File: config.mk
export PLATFORM = sky130hd
export DESIGN_NAME = smoothed_sensor_derivatives
export DESIGN_NICKNAME = d
export VERILOG_FILES = /design/src/hdl/ssd_pkg.sv /design/src/hdl/smoothed_sensor_derivatives.sv /design/src/hdl/ssd_ram.sv
export SDC_FILE = /design/constraint.sdc
export NUM_CORES = 2
export LEC_CHECK = 0
export BUFFER_PORTS_ARGS = -buffer_cell sky130_fd_sc_hd__buf_4
export CORE_ASPECT_RATIO = 0.75
export CORE_UTILIZATION = 35
export CTS_CLUSTER_DIAMETER = 100
export CTS_CLUSTER_SIZE = 10
export DETAILED_ROUTE_END_ITERATION = 8
export PLACE_DENSITY = 0.49
export REMOVE_ABC_BUFFERS = 1
export SLEW_MARGIN = 20
export SYNTH_ARGS = -nofsm -noshare
export SYNTH_HDL_FRONTEND = slang
export SYNTH_HIERARCHICAL = 1
export SYNTH_SLANG_ARGS = --single-unit
File: constraint.sdc
create_clock -name clk_i -period 12.7 [get_ports clk_i]
set_clock_uncertainty 0.2 [all_clocks]
set_input_delay 2.54 -clock clk_i [delete_from_list [all_inputs] [get_ports clk_i]]
set_output_delay 2.54 -clock clk_i [all_outputs]
set_load 0.02 [all_outputs]
File: src/hdl/ssd_pkg.sv
package ssd_pkg;

  localparam int CHANNELS_DEF = 16;

  localparam int CH_IN_W   = 4;
  localparam int SAMPLE_W  = 16;
  localparam int VAL_W     = 32;
  localparam int WEIGHT_W  = 17;
  localparam int SCALE_W   = 16;
  localparam int CFG_ADR_W = 3;
  localparam int CFG_DAT_W = 17;
  localparam int OUT_DAT_W = 88;

  // Multiplier operand and product widths
  localparam int MUL_A_W = 34;
  localparam int MUL_B_W = 18;
  localparam int PROD_W  = MUL_A_W + MUL_B_W;
  localparam int SAT_IN_W = 48;

  localparam logic [WEIGHT_W-1:0] ONE_Q16       = 17'd65536;
  localparam logic [WEIGHT_W-1:0] WEIGHT_RST    = 17'd65536;
  localparam logic [SCALE_W-1:0]  SCALE_RST     = 16'd1280;
  localparam logic                EN_RAW_RST    = 1'b1;
  localparam logic                EN_FIRST_RST  = 1'b1;
  localparam logic                EN_SECOND_RST = 1'b0;

  typedef enum logic [CFG_ADR_W-1:0] {
    REG_WEIGHT    = 3'd0,
    REG_SCALE     = 3'd1,
    REG_EN_RAW    = 3'd2,
    REG_EN_FIRST  = 3'd3,
    REG_EN_SECOND = 3'd4
  } ssd_reg_e;

  typedef enum logic [2:0] {
    S_IDLE,
    S_LOAD,
    S_NOW,
    S_D1,
    S_D2,
    S_DONE
  } ssd_state_e;

  function automatic logic signed [VAL_W-1:0] sat32(input logic signed [SAT_IN_W-1:0] v);
    logic signed [SAT_IN_W-1:0] hi;
    logic signed [SAT_IN_W-1:0] lo;
    hi = SAT_IN_W'(signed'(32'h7fff_ffff));
    lo = -hi - SAT_IN_W'(1);
    if (v > hi) begin
      sat32 = 32'sh7fff_ffff;
    end else if (v < lo) begin
      sat32 = 32'sh8000_0000;
    end else begin
      sat32 = v[VAL_W-1:0];
    end
  endfunction

endpackage

File: src/hdl/smoothed_sensor_derivatives.sv
// An accepted input word passes through states LOAD, NOW, D1, D2 and DONE to the result
// register, and DONE holds while the output is stalled. The block is busy meanwhile.
// One shared 34x18 multiplier is used three times per word (smoothing, first, second
// difference), with a history RAM read before it and a saturating add after smoothing.
// Reset: config registers take their defaults, per-channel valid bits clear so all
// history reads as zero at once; the RAM itself needs no clearing pass.
module smoothed_sensor_derivatives #(
  parameter int CHANNELS = ssd_pkg::CHANNELS_DEF
) (
  input  logic                           clk_i,
  input  logic                           rst_ni,
  // config write port
  input  logic                           cfg_we_i,
  input  logic [ssd_pkg::CFG_ADR_W-1:0]  cfg_addr_i,
  input  logic [ssd_pkg::CFG_DAT_W-1:0]  cfg_wdata_i,
  // input stream
  input  logic                           s_axis_tvalid_i,
  output logic                           s_axis_tready_o,
  input  logic [ssd_pkg::SAMPLE_W-1:0]   s_axis_tdata_i,  // [15:0] sample
  input  logic [ssd_pkg::CH_IN_W-1:0]    s_axis_tuser_i,  // [3:0] channel
  // output stream
  output logic                           m_axis_tvalid_o,
  input  logic                           m_axis_tready_i,
  // [15:0] raw_value, [16] raw_valid, [48:17] first_deriv, [49] first_valid,
  // [81:50] second_deriv, [82] second_valid, [87:83] zero
  output logic [ssd_pkg::OUT_DAT_W-1:0]  m_axis_tdata_o,
  output logic [ssd_pkg::CH_IN_W-1:0]    m_axis_tuser_o   // [3:0] out_channel
);

  localparam int CH_W  = (CHANNELS > 1) ? $clog2(CHANNELS) : 1;
  localparam int RAM_W = 2 * ssd_pkg::VAL_W;
  localparam int VW    = ssd_pkg::VAL_W;
  localparam int AW    = ssd_pkg::MUL_A_W;
  localparam int PW    = ssd_pkg::PROD_W;

  // config registers
  logic [ssd_pkg::WEIGHT_W-1:0] weight_q;
  logic [ssd_pkg::SCALE_W-1:0]  scale_q;
  logic                         en_raw_q, en_first_q, en_second_q;

  always_ff @(posedge clk_i or negedge rst_ni) begin
    if (!rst_ni) begin
      weight_q    <= ssd_pkg::WEIGHT_RST;
      scale_q     <= ssd_pkg::SCALE_RST;
      en_raw_q    <= ssd_pkg::EN_RAW_RST;
      en_first_q  <= ssd_pkg::EN_FIRST_RST;
      en_second_q <= ssd_pkg::EN_SECOND_RST;
    end else if (cfg_we_i) begin
      unique case (cfg_addr_i)
        ssd_pkg::REG_WEIGHT:    weight_q    <= cfg_wdata_i;
        ssd_pkg::REG_SCALE:     scale_q     <= cfg_wdata_i[ssd_pkg::SCALE_W-1:0];
        ssd_pkg::REG_EN_RAW:    en_raw_q    <= cfg_wdata_i[0];
        ssd_pkg::REG_EN_FIRST:  en_first_q  <= cfg_wdata_i[0];
        ssd_pkg::REG_EN_SECOND: en_second_q <= cfg_wdata_i[0];
        default: ;
      endcase
    end
  end

  // sequencer
  ssd_pkg::ssd_state_e state_q, state_d;

  logic                          in_acc, out_free, out_load;
  logic [8:0]                    ch_ext;
  logic                          in_range_d;
  logic [CH_W-1:0]               addr_q;
  logic                          in_range_q;
  logic [ssd_pkg::CH_IN_W-1:0]   ch_q;
  logic signed [ssd_pkg::SAMPLE_W-1:0] samp_q;

  logic [CHANNELS-1:0]           chan_vld_q;
  logic [RAM_W-1:0]              ram_rdata;
  logic                          ram_we;

  logic signed [VW-1:0]          last_q, before_q, now_q, d1_q;
  logic signed [VW-1:0]          last_d, before_d, now_d, d2_d;
  logic signed [VW-1:0]          samp_fx;
  logic [ssd_pkg::WEIGHT_W-1:0]  eps;

  logic signed [AW-1:0]                mul_a;
  logic signed [ssd_pkg::MUL_B_W-1:0]  mul_b;
  logic signed [PW-1:0]                prod_d, prod_q;
  logic signed [PW-1:0]                rs16, rs8;

  logic                          out_vld_q;
  logic [ssd_pkg::OUT_DAT_W-1:0] out_dat_q, out_dat_d;
  logic [ssd_pkg::CH_IN_W-1:0]   out_ch_q;
  logic                          raw_v, first_v, second_v;

  assign s_axis_tready_o = (state_q == ssd_pkg::S_IDLE);
  assign in_acc     = s_axis_tvalid_i && s_axis_tready_o;
  assign ch_ext     = {5'b0, s_axis_tuser_i};
  assign in_range_d = (32'(s_axis_tuser_i) < CHANNELS);
  assign out_free   = !out_vld_q || m_axis_tready_i;

  assign eps     = (weight_q > ssd_pkg::ONE_Q16) ? ssd_pkg::ONE_Q16 : weight_q;
  assign samp_fx = {samp_q, 16'b0};
  assign last_d   = chan_vld_q[addr_q] ? signed'(ram_rdata[VW-1:0]) : '0;
  assign before_d = chan_vld_q[addr_q] ? signed'(ram_rdata[RAM_W-1:VW]) : '0;

  assign prod_d = mul_a * mul_b;
  assign rs16   = (prod_q + PW'(32768)) >>> 16;
  assign rs8    = (prod_q + PW'(128)) >>> 8;
  assign now_d  = ssd_pkg::sat32(rs16[ssd_pkg::SAT_IN_W-1:0]
                                 + ssd_pkg::SAT_IN_W'(last_q));
  assign d2_d   = ssd_pkg::sat32(rs8[ssd_pkg::SAT_IN_W-1:0]);

  always_comb begin
    state_d  = state_q;
    mul_a    = AW'(now_q) - AW'(before_q);
    mul_b    = signed'({2'b0, scale_q});
    out_load = 1'b0;
    ram_we   = 1'b0;
    unique case (state_q)
      ssd_pkg::S_IDLE: begin
        if (in_acc) state_d = ssd_pkg::S_LOAD;
      end
      ssd_pkg::S_LOAD: begin
        mul_a   = AW'(samp_fx) - AW'(last_d);
        mul_b   = signed'({1'b0, eps});
        state_d = ssd_pkg::S_NOW;
      end
      ssd_pkg::S_NOW: begin
        state_d = ssd_pkg::S_D1;
      end
      ssd_pkg::S_D1: begin
        state_d = ssd_pkg::S_D2;
      end
      ssd_pkg::S_D2: begin
        mul_a   = AW'(now_q) - (AW'(last_q) <<< 1) + AW'(before_q);
        state_d = ssd_pkg::S_DONE;
      end
      ssd_pkg::S_DONE: begin
        if (out_free) begin
          out_load = 1'b1;
          ram_we   = in_range_q;
          state_d  = ssd_pkg::S_IDLE;
        end
      end
      default: state_d = ssd_pkg::S_IDLE;
    endcase
  end

  always_ff @(posedge clk_i or negedge rst_ni) begin
    if (!rst_ni) begin
      state_q <= ssd_pkg::S_IDLE;
    end else begin
      state_q <= state_d;
    end
  end

  // datapath registers
  always_ff @(posedge clk_i) begin
    // second-difference product holds while the result waits
    if (state_q != ssd_pkg::S_DONE) prod_q <= prod_d;
    if (in_acc) begin
      addr_q     <= ch_ext[CH_W-1:0];
      in_range_q <= in_range_d;
      ch_q       <= s_axis_tuser_i;
      samp_q     <= signed'(s_axis_tdata_i);
    end
    if (state_q == ssd_pkg::S_LOAD) begin
      last_q   <= last_d;
      before_q <= before_d;
    end
    if (state_q == ssd_pkg::S_NOW) now_q <= now_d;
    if (state_q == ssd_pkg::S_D2) d1_q <= ssd_pkg::sat32(rs8[ssd_pkg::SAT_IN_W-1:0]);
    if (out_load) begin
      out_dat_q <= out_dat_d;
      out_ch_q  <= ch_q;
    end
  end

  always_ff @(posedge clk_i or negedge rst_ni) begin
    if (!rst_ni) begin
      chan_vld_q <= '0;
    end else if (ram_we) begin
      chan_vld_q[addr_q] <= 1'b1;
    end
  end

  ssd_ram #(
    .WIDTH (RAM_W),
    .DEPTH (CHANNELS)
  ) u_hist (
    .clk_i   (clk_i),
    .we_i    (ram_we),
    .waddr_i (addr_q),
    .wdata_i ({last_q, now_q}),
    .re_i    (in_acc),
    .raddr_i (ch_ext[CH_W-1:0]),
    .rdata_o (ram_rdata)
  );

  // output word; out-of-range channels give all-zero values and flags
  assign raw_v    = in_range_q && (en_raw_q || (!en_first_q && !en_second_q));
  assign first_v  = in_range_q && en_first_q;
  assign second_v = in_range_q && en_second_q;

  always_comb begin
    out_dat_d        = '0;
    out_dat_d[15:0]  = raw_v ? samp_q : '0;
    out_dat_d[16]    = raw_v;
    out_dat_d[48:17] = first_v ? d1_q : '0;
    out_dat_d[49]    = first_v;
    out_dat_d[81:50] = second_v ? d2_d : '0;
    out_dat_d[82]    = second_v;
  end

  always_ff @(posedge clk_i or negedge rst_ni) begin
    if (!rst_ni) begin
      out_vld_q <= 1'b0;
    end else if (out_load) begin
      out_vld_q <= 1'b1;
    end else if (m_axis_tready_i) begin
      out_vld_q <= 1'b0;
    end
  end

  assign m_axis_tvalid_o = out_vld_q;
  assign m_axis_tdata_o  = out_dat_q;
  assign m_axis_tuser_o  = out_ch_q;

  // assertions
  a_busy_after_accept: assert property (@(posedge clk_i) disable iff (!rst_ni)
    in_acc |=> !s_axis_tready_o)
    else $error("input accepted while a word is in progress");

  a_ram_write_done: assert property (@(posedge clk_i) disable iff (!rst_ni)
    ram_we |-> (state_q == ssd_pkg::S_DONE) && in_range_q && out_free)
    else $error("history write outside completion");

  a_result_from_done: assert property (@(posedge clk_i) disable iff (!rst_ni)
    $rose(m_axis_tvalid_o) |-> $past(state_q == ssd_pkg::S_DONE))
    else $error("result shown without a finished word");

endmodule

File: src/hdl/ssd_ram.sv
module ssd_ram #(
  parameter int WIDTH = 64,
  parameter int DEPTH = 16,
  localparam int AW = (DEPTH > 1) ? $clog2(DEPTH) : 1
) (
  input  logic             clk_i,
  input  logic             we_i,
  input  logic [AW-1:0]    waddr_i,
  input  logic [WIDTH-1:0] wdata_i,
  input  logic             re_i,
  input  logic [AW-1:0]    raddr_i,
  output logic [WIDTH-1:0] rdata_o
);

  logic [WIDTH-1:0] mem [DEPTH];
  logic [WIDTH-1:0] rdata_q;

  always_ff @(posedge clk_i) begin
    if (we_i) begin
      mem[waddr_i] <= wdata_i;
    end
    if (re_i) begin
      rdata_q <= mem[raddr_i];
    end
  end

  assign rdata_o = rdata_q;

endmodule
* After elaboration in Yosys (flattened, before gate mapping) *
Memory sizes are Yosys's and may differ from the RTL's. A register that Yosys moved wholly into a read port is not among the register bits.
Cells that the tools add are included.

word-level totals
  flip-flop bits (word level) = 343
  memory bits (writable) = 1,024
  input bits = 45
  word-level logic and storage cells = 86
  memories kept = 1

memory list
  name        depth  width  rd ports  clocked after Yosys merged registers in  wr ports  RTL line       source
  u_hist.mem  16     64     1         1                                        1         ssd_ram.sv:15  logic [WIDTH-1:0] mem [DEPTH];

operators by class
  add/sub/neg operators = 7
  multipliers = 1
  $lt $le $gt $ge = 7
  equality and inequality tests = 12
  mux-type cells = 20
  bitwise operators = 1
  reductions and logical operators = 17

operator list
  cell                                                           number
  two-way mux 32 bit                                             4
  case mux 34 bit (2 select lines)                               1
  subtractor 32 x 32 -> 33 bit                                   2
  adder 52 x 17 -> 52 bit (second input constant)                1
  adder 52 x 9 -> 52 bit (second input constant)                 1
  multiplier 34 x 18 -> 52 bit                                   1
  > comparator 44 x 32 -> 1 bit (second input constant)          1
  less-than comparator 44 x 32 -> 1 bit (second input constant)  1
  adder 36 x 32 -> 37 bit                                        1
  > comparator 37 x 32 -> 1 bit (second input constant)          1
  less-than comparator 37 x 32 -> 1 bit (second input constant)  1
  adder 34 x 32 -> 34 bit                                        1
  two-way mux 17 bit                                             2
  subtractor 32 x 33 -> 34 bit                                   1
  case mux 3 bit (6 select lines)                                1
  > comparator 17 bit (second input constant)                    1
  OR 16 bit                                                      1
  == test 3 x 2 -> 1 bit (second input constant)                 4
  AND reduction 2 bit                                            6
  == test 3 bit (second input constant)                          3
  two-way mux 1 bit                                              8
  == test 3 x 1 -> 1 bit (second input constant)                 2
  zero test 3 bit                                                2
  two-way mux 3 bit                                              2
  other kinds (11)                                               16

* Longest topological paths before layout *
  depth in word-level cells = 6
  gate-level depth with buffers = 42
  mapped depth without buffers = 35

* Modules after synthesis *
Netlist, hierarchy kept.

by module, submodules not included
  module                       instances  cells an instance  area an instance (um2)  seq. area each (um2)
  smoothed_sensor_derivatives  1          4,552              42,437.0                9,815.7
  ssd_ram                      1          1,647              40,222.3                32,671.3

* Least setup slack after synthesis *
No wires, ideal clock.

  kind = in2reg
  from = input port m_axis_tready_i
  to = memory u_hist.mem[12][0] (enable)
  library setup time = 564 ps
  data arrival time = 11,626 ps
  data required time = 11,936 ps
  setup slack = 310 ps
  stages on the path = 4
  path buffers = 0
  path through = nor2b_1 nor2_1 nand3_1 nor3_1

on the way
  longest elaborated chain between the ends = 5

ends and longest elaborated chain
  item                                     RTL line                           source
  start: declaration                       smoothed_sensor_derivatives.sv:23  input logic m_axis_tready_i,
  logical OR 1 bit                         smoothed_sensor_derivatives.sv:94  assign out_free = !out_vld_q || m_axis_tready_i;
  two-way mux 1 bit (2 in a row)           -
  named net out_load                       smoothed_sensor_derivatives.sv:63  logic in_acc, out_free, out_load;
  two-way mux 1 bit                        ssd_ram.sv:19                      if (we_i) begin
  two-way mux 1 bit (implied by the code)  ssd_ram.sv:20                      mem[waddr_i] <= wdata_i;
  end: declaration                         ssd_ram.sv:15

The timed path passes the listed nets, and every way through them passes these cells.

==> metrics.md <==
| Metric | Value |
|---|---|
| Inserted Clock Buffers | `169` |
| IO Count | `139` |
| Vias post-DR | `~52000` |
| Antenna-violating nets left | `0` |
| FF-to-FF path depth | `33` |
| Final number of setup-violating endpoints | `0` |
| # Post-CTS Setup Buffers | `0` |
| Gr usage total | `22.8%` |
| PnR worst setup slack | `706 ps` |
| Register area share after synthesis | `51.4%` |
| CTS root buf | `clkbuf_16` |
| Status | `complete, no violations` |
| R2r endpoint | `prod_q[49]` |
| Final worst path period need | `between 10000 and 15000 ps` |
| Post-synthesis async set-or-reset flop share | `under 10%` |
| Detailed-route wire length per cell | `around 29 um` |
| CTS H-tree depth | `4` |
| Gr ovfl total | `0` |
| Worst-Margin Slew | `1200 ps` |
| Highest Clock Rate | `about 83 MHz` |
| Top FF cell, synth | `edfxtp_1` |
| Crit path required time | `13160 ps` |
| Half-perimeter wire length after placement | `around 190000 um` |
| Design area | `92200 sq um` |
| Maxcap violations | `0` |
| Crit path max fanout | `28` |
| Number of synthesized register bits | `1424` |
| First-pass GRT wire length | `390000 um` |
| Syn Std Cell Area | `82700 sq um` |
| Synth area leader | `edfxtp_1` |
| DR vias/cell | `5.51` |
| Hold depth | `1` |
| Kind of end point of the critical path | `flop` |
| Synthesized netlist cell count | `slightly above 6000` |
| Setup crit start kind | `flop` |
| EDFF count, synth | `1368` |
| Slowest CP cell | `mux4_4` |
| Die Y | `423 um` |
| Site Rows | `around 150` |
| CTS Sinks | `1424` |
| Share of the synthesized area in the top cell type | `between 40% and 50%` |
| Most frequent CP cell | `fa_1` |
| Total wire length | `between 200000 and 300000 um` |
| Vias in the first global route | `52700` |
| Reg2reg start | `ch_q[0]` |
| Utilization after layout | `39.3%` |
| CTS clk-pin slew, worst paths | `60 ps` |
| Latest clock arrival within the worst-skew pair | `830 ps` |
| Core area | `235000 sq um` |
| Initial antenna violation count | `20` |
| Hold Vio Cnt, Final | `0` |
| Max-slew headroom | `about a fifth` |
| RePlAce Congestion | `roughly 1` |
| Seq. cell area | `~42000 sq um` |
| RSZ-0062 raised after global routing | `false` |
| Dpl ws | `664 ps` |
| CP bufs+invs | `6` |
| Crit-path leading delay family | `adder cells` |
| Stages on worst setup path | `33` |
| Largest net degree at the start of global routing | `~120` |
| Remaining DRCs | `0` |
| Max incr delay on CP | `890 ps` |
| Final setup TNS | `0 ps` |
| CTS tree | `yes` |
| Most frequent cell after synthesis | `edfxtp_1` |
| Clk buf depth | `4` |
| Slew Viols, Final | `0` |
| Syn avg cell area | `between 10 and 15 sq um` |
| Hold path start | `chan_vld_q[10]` |
| DR iter-0 viols | `5581` |
| Die Footprint | `238000 sq um` |
| Fill cells | `22100` |
| Synth area leaders | `edfxtp_1, fa_1, mux4_2` |
| Share of cells above drive strength 1 | `14.0%` |
| Multi-input gate area | `36000 sq um` |
| Endpoint of the worst hold path | `chan_vld_q[10]` |
| Yosys warns | `6` |
| Critical Path AT | `12450 ps` |
| CP Class | `reg2reg` |
| # nets final | `between 7000 and 8000` |
| Distinct cells, synth | `94` |
| Most frequent cells after synthesis | `edfxtp_1, inv_1, fa_1, nand2_1, mux4_2` |
| Port Buffers | `between 100 and 150` |
| HP Class | `reg2reg` |
| Placement Cell Area | `87700 sq um` |
| Tcrit/Tclk final | `between 90% and 100%` |
| Number of detailed-route iterations in the first pass | `5` |
| Layout area overhead | `11.5%` |
| Starting Density | `35.2%` |
| Die W | `563 um` |
| R2R setup slack | `710 ps` |
==> layout by cell type, fill, tap and decap left out, types with 82 or more instances in the layout <==
master and instances:
a21o_1 86, a21oi_1 190, a22oi_1 146, and2_1 186, buf_4 281, clkbuf_16 173, edfxtp_1 1368, fa_1 578
ha_1 243, inv_1 832, mux4_2 260, nand2_1 503, nand3_1 97, nor2_1 245, nor3_1 107, o21ai_0 99
xnor2_1 127, xor2_1 82
==> stage by stage <==
step | std cells | hold WS [ps]
global route | 9509 | 281
detailed placement | 9320 | 245
finish | 9512 | 259
CTS | 9508 | 263
floorplan | 5915 | 223
global placement | 9320 | 254
==> cell families after synthesis <==
family	synth area share [%]
fa+ha+maj	17.7
xor+xnor	2.24
flops	51.4
simple gates	8.54
other cells	0.00454
compound gates	7.02
mux	7.75
buf+inv	5.37
==> sequential cells by signal, indices dropped and copies added, names as in the netlist <==
| name | flops |
|---|---|
| chan_vld_q | 16 |
| ch_q | 4 |
| now_q | 32 |
| before_q | 32 |
| m_axis_tuser_o | 4 |
| u_hist/mem | 1024 |
| en_second_q | 1 |
| d1_q | 32 |
| prod_q | 45 |
| en_first_q | 1 |
| weight_q | 17 |
| en_raw_q | 1 |
| samp_q | 16 |
| m_axis_tdata_o | 83 |
| m_axis_tvalid_o | 1 |
| u_hist/rdata_o | 64 |
| scale_q | 16 |
| last_q | 32 |
| state_q | 3 |
==> timing repair <==
item	in CTS	in global routing
resized for setup	0	2
setup endpoints to repair	0	1
hold buffers	0	0
==> worst max-delay path by stage <==
stage | slack (ps) | from | end
after global routing | 170 | ch_q[0] | prod_q[49]
after detailed placement | 660 | ch_q[0] | prod_q[49]
final | 710 | ch_q[0] | prod_q[49]
after global placement | 950 | ch_q[0] | prod_q[49]
after CTS | 630 | ch_q[0] | prod_q[49]
after floorplan | 310 | m_axis_tready_i | u_hist/mem[12][0]
==> layer usage <==
| metal | up-vias | global-route usage, % | wire (um) |
|---|---|---|---|
| met1 | 27800 | 35.6 | 131000 |
| li1 | 22300 | - | - |
| met3 | 297 | 6.16 | 26000 |
| met4 | 10 | 4.85 | 5460 |
| met2 | 2092 | 31.2 | 110000 |
| met5 | - | 0 | 106 |
==> final cells by class <==
| cell class | instances | share of cell area, % |
|---|---|---|
| Sequential cell | 1424 | 46.1 |
| Multi-Input combinational cell | 3656 | 39.1 |
| Clock buffer | 181 | 4.74 |
| Tap cell | 3120 | 4.23 |
| Inverter | 835 | 3.40 |
| Timing Repair Buffer | 285 | 2.36 |
| Clock inverter | 7 | 0.110 |
| Antenna cell | 4 | 0.0109 |
==> worst reg2reg max path, delay by kind of cell, from the launching register on <==
family          cells  cell delay (ps)
flops               1              550
fa+ha+maj           7             3810
mux                 2             1400
compound gates     12             2810
xor+xnor            2              740
buf+inv             6             1230
simple gates        4             1140
Power is left out: the tool's default activity adds up to more than one toggle a clock period on the data nets, which glitch-free logic cannot reach.
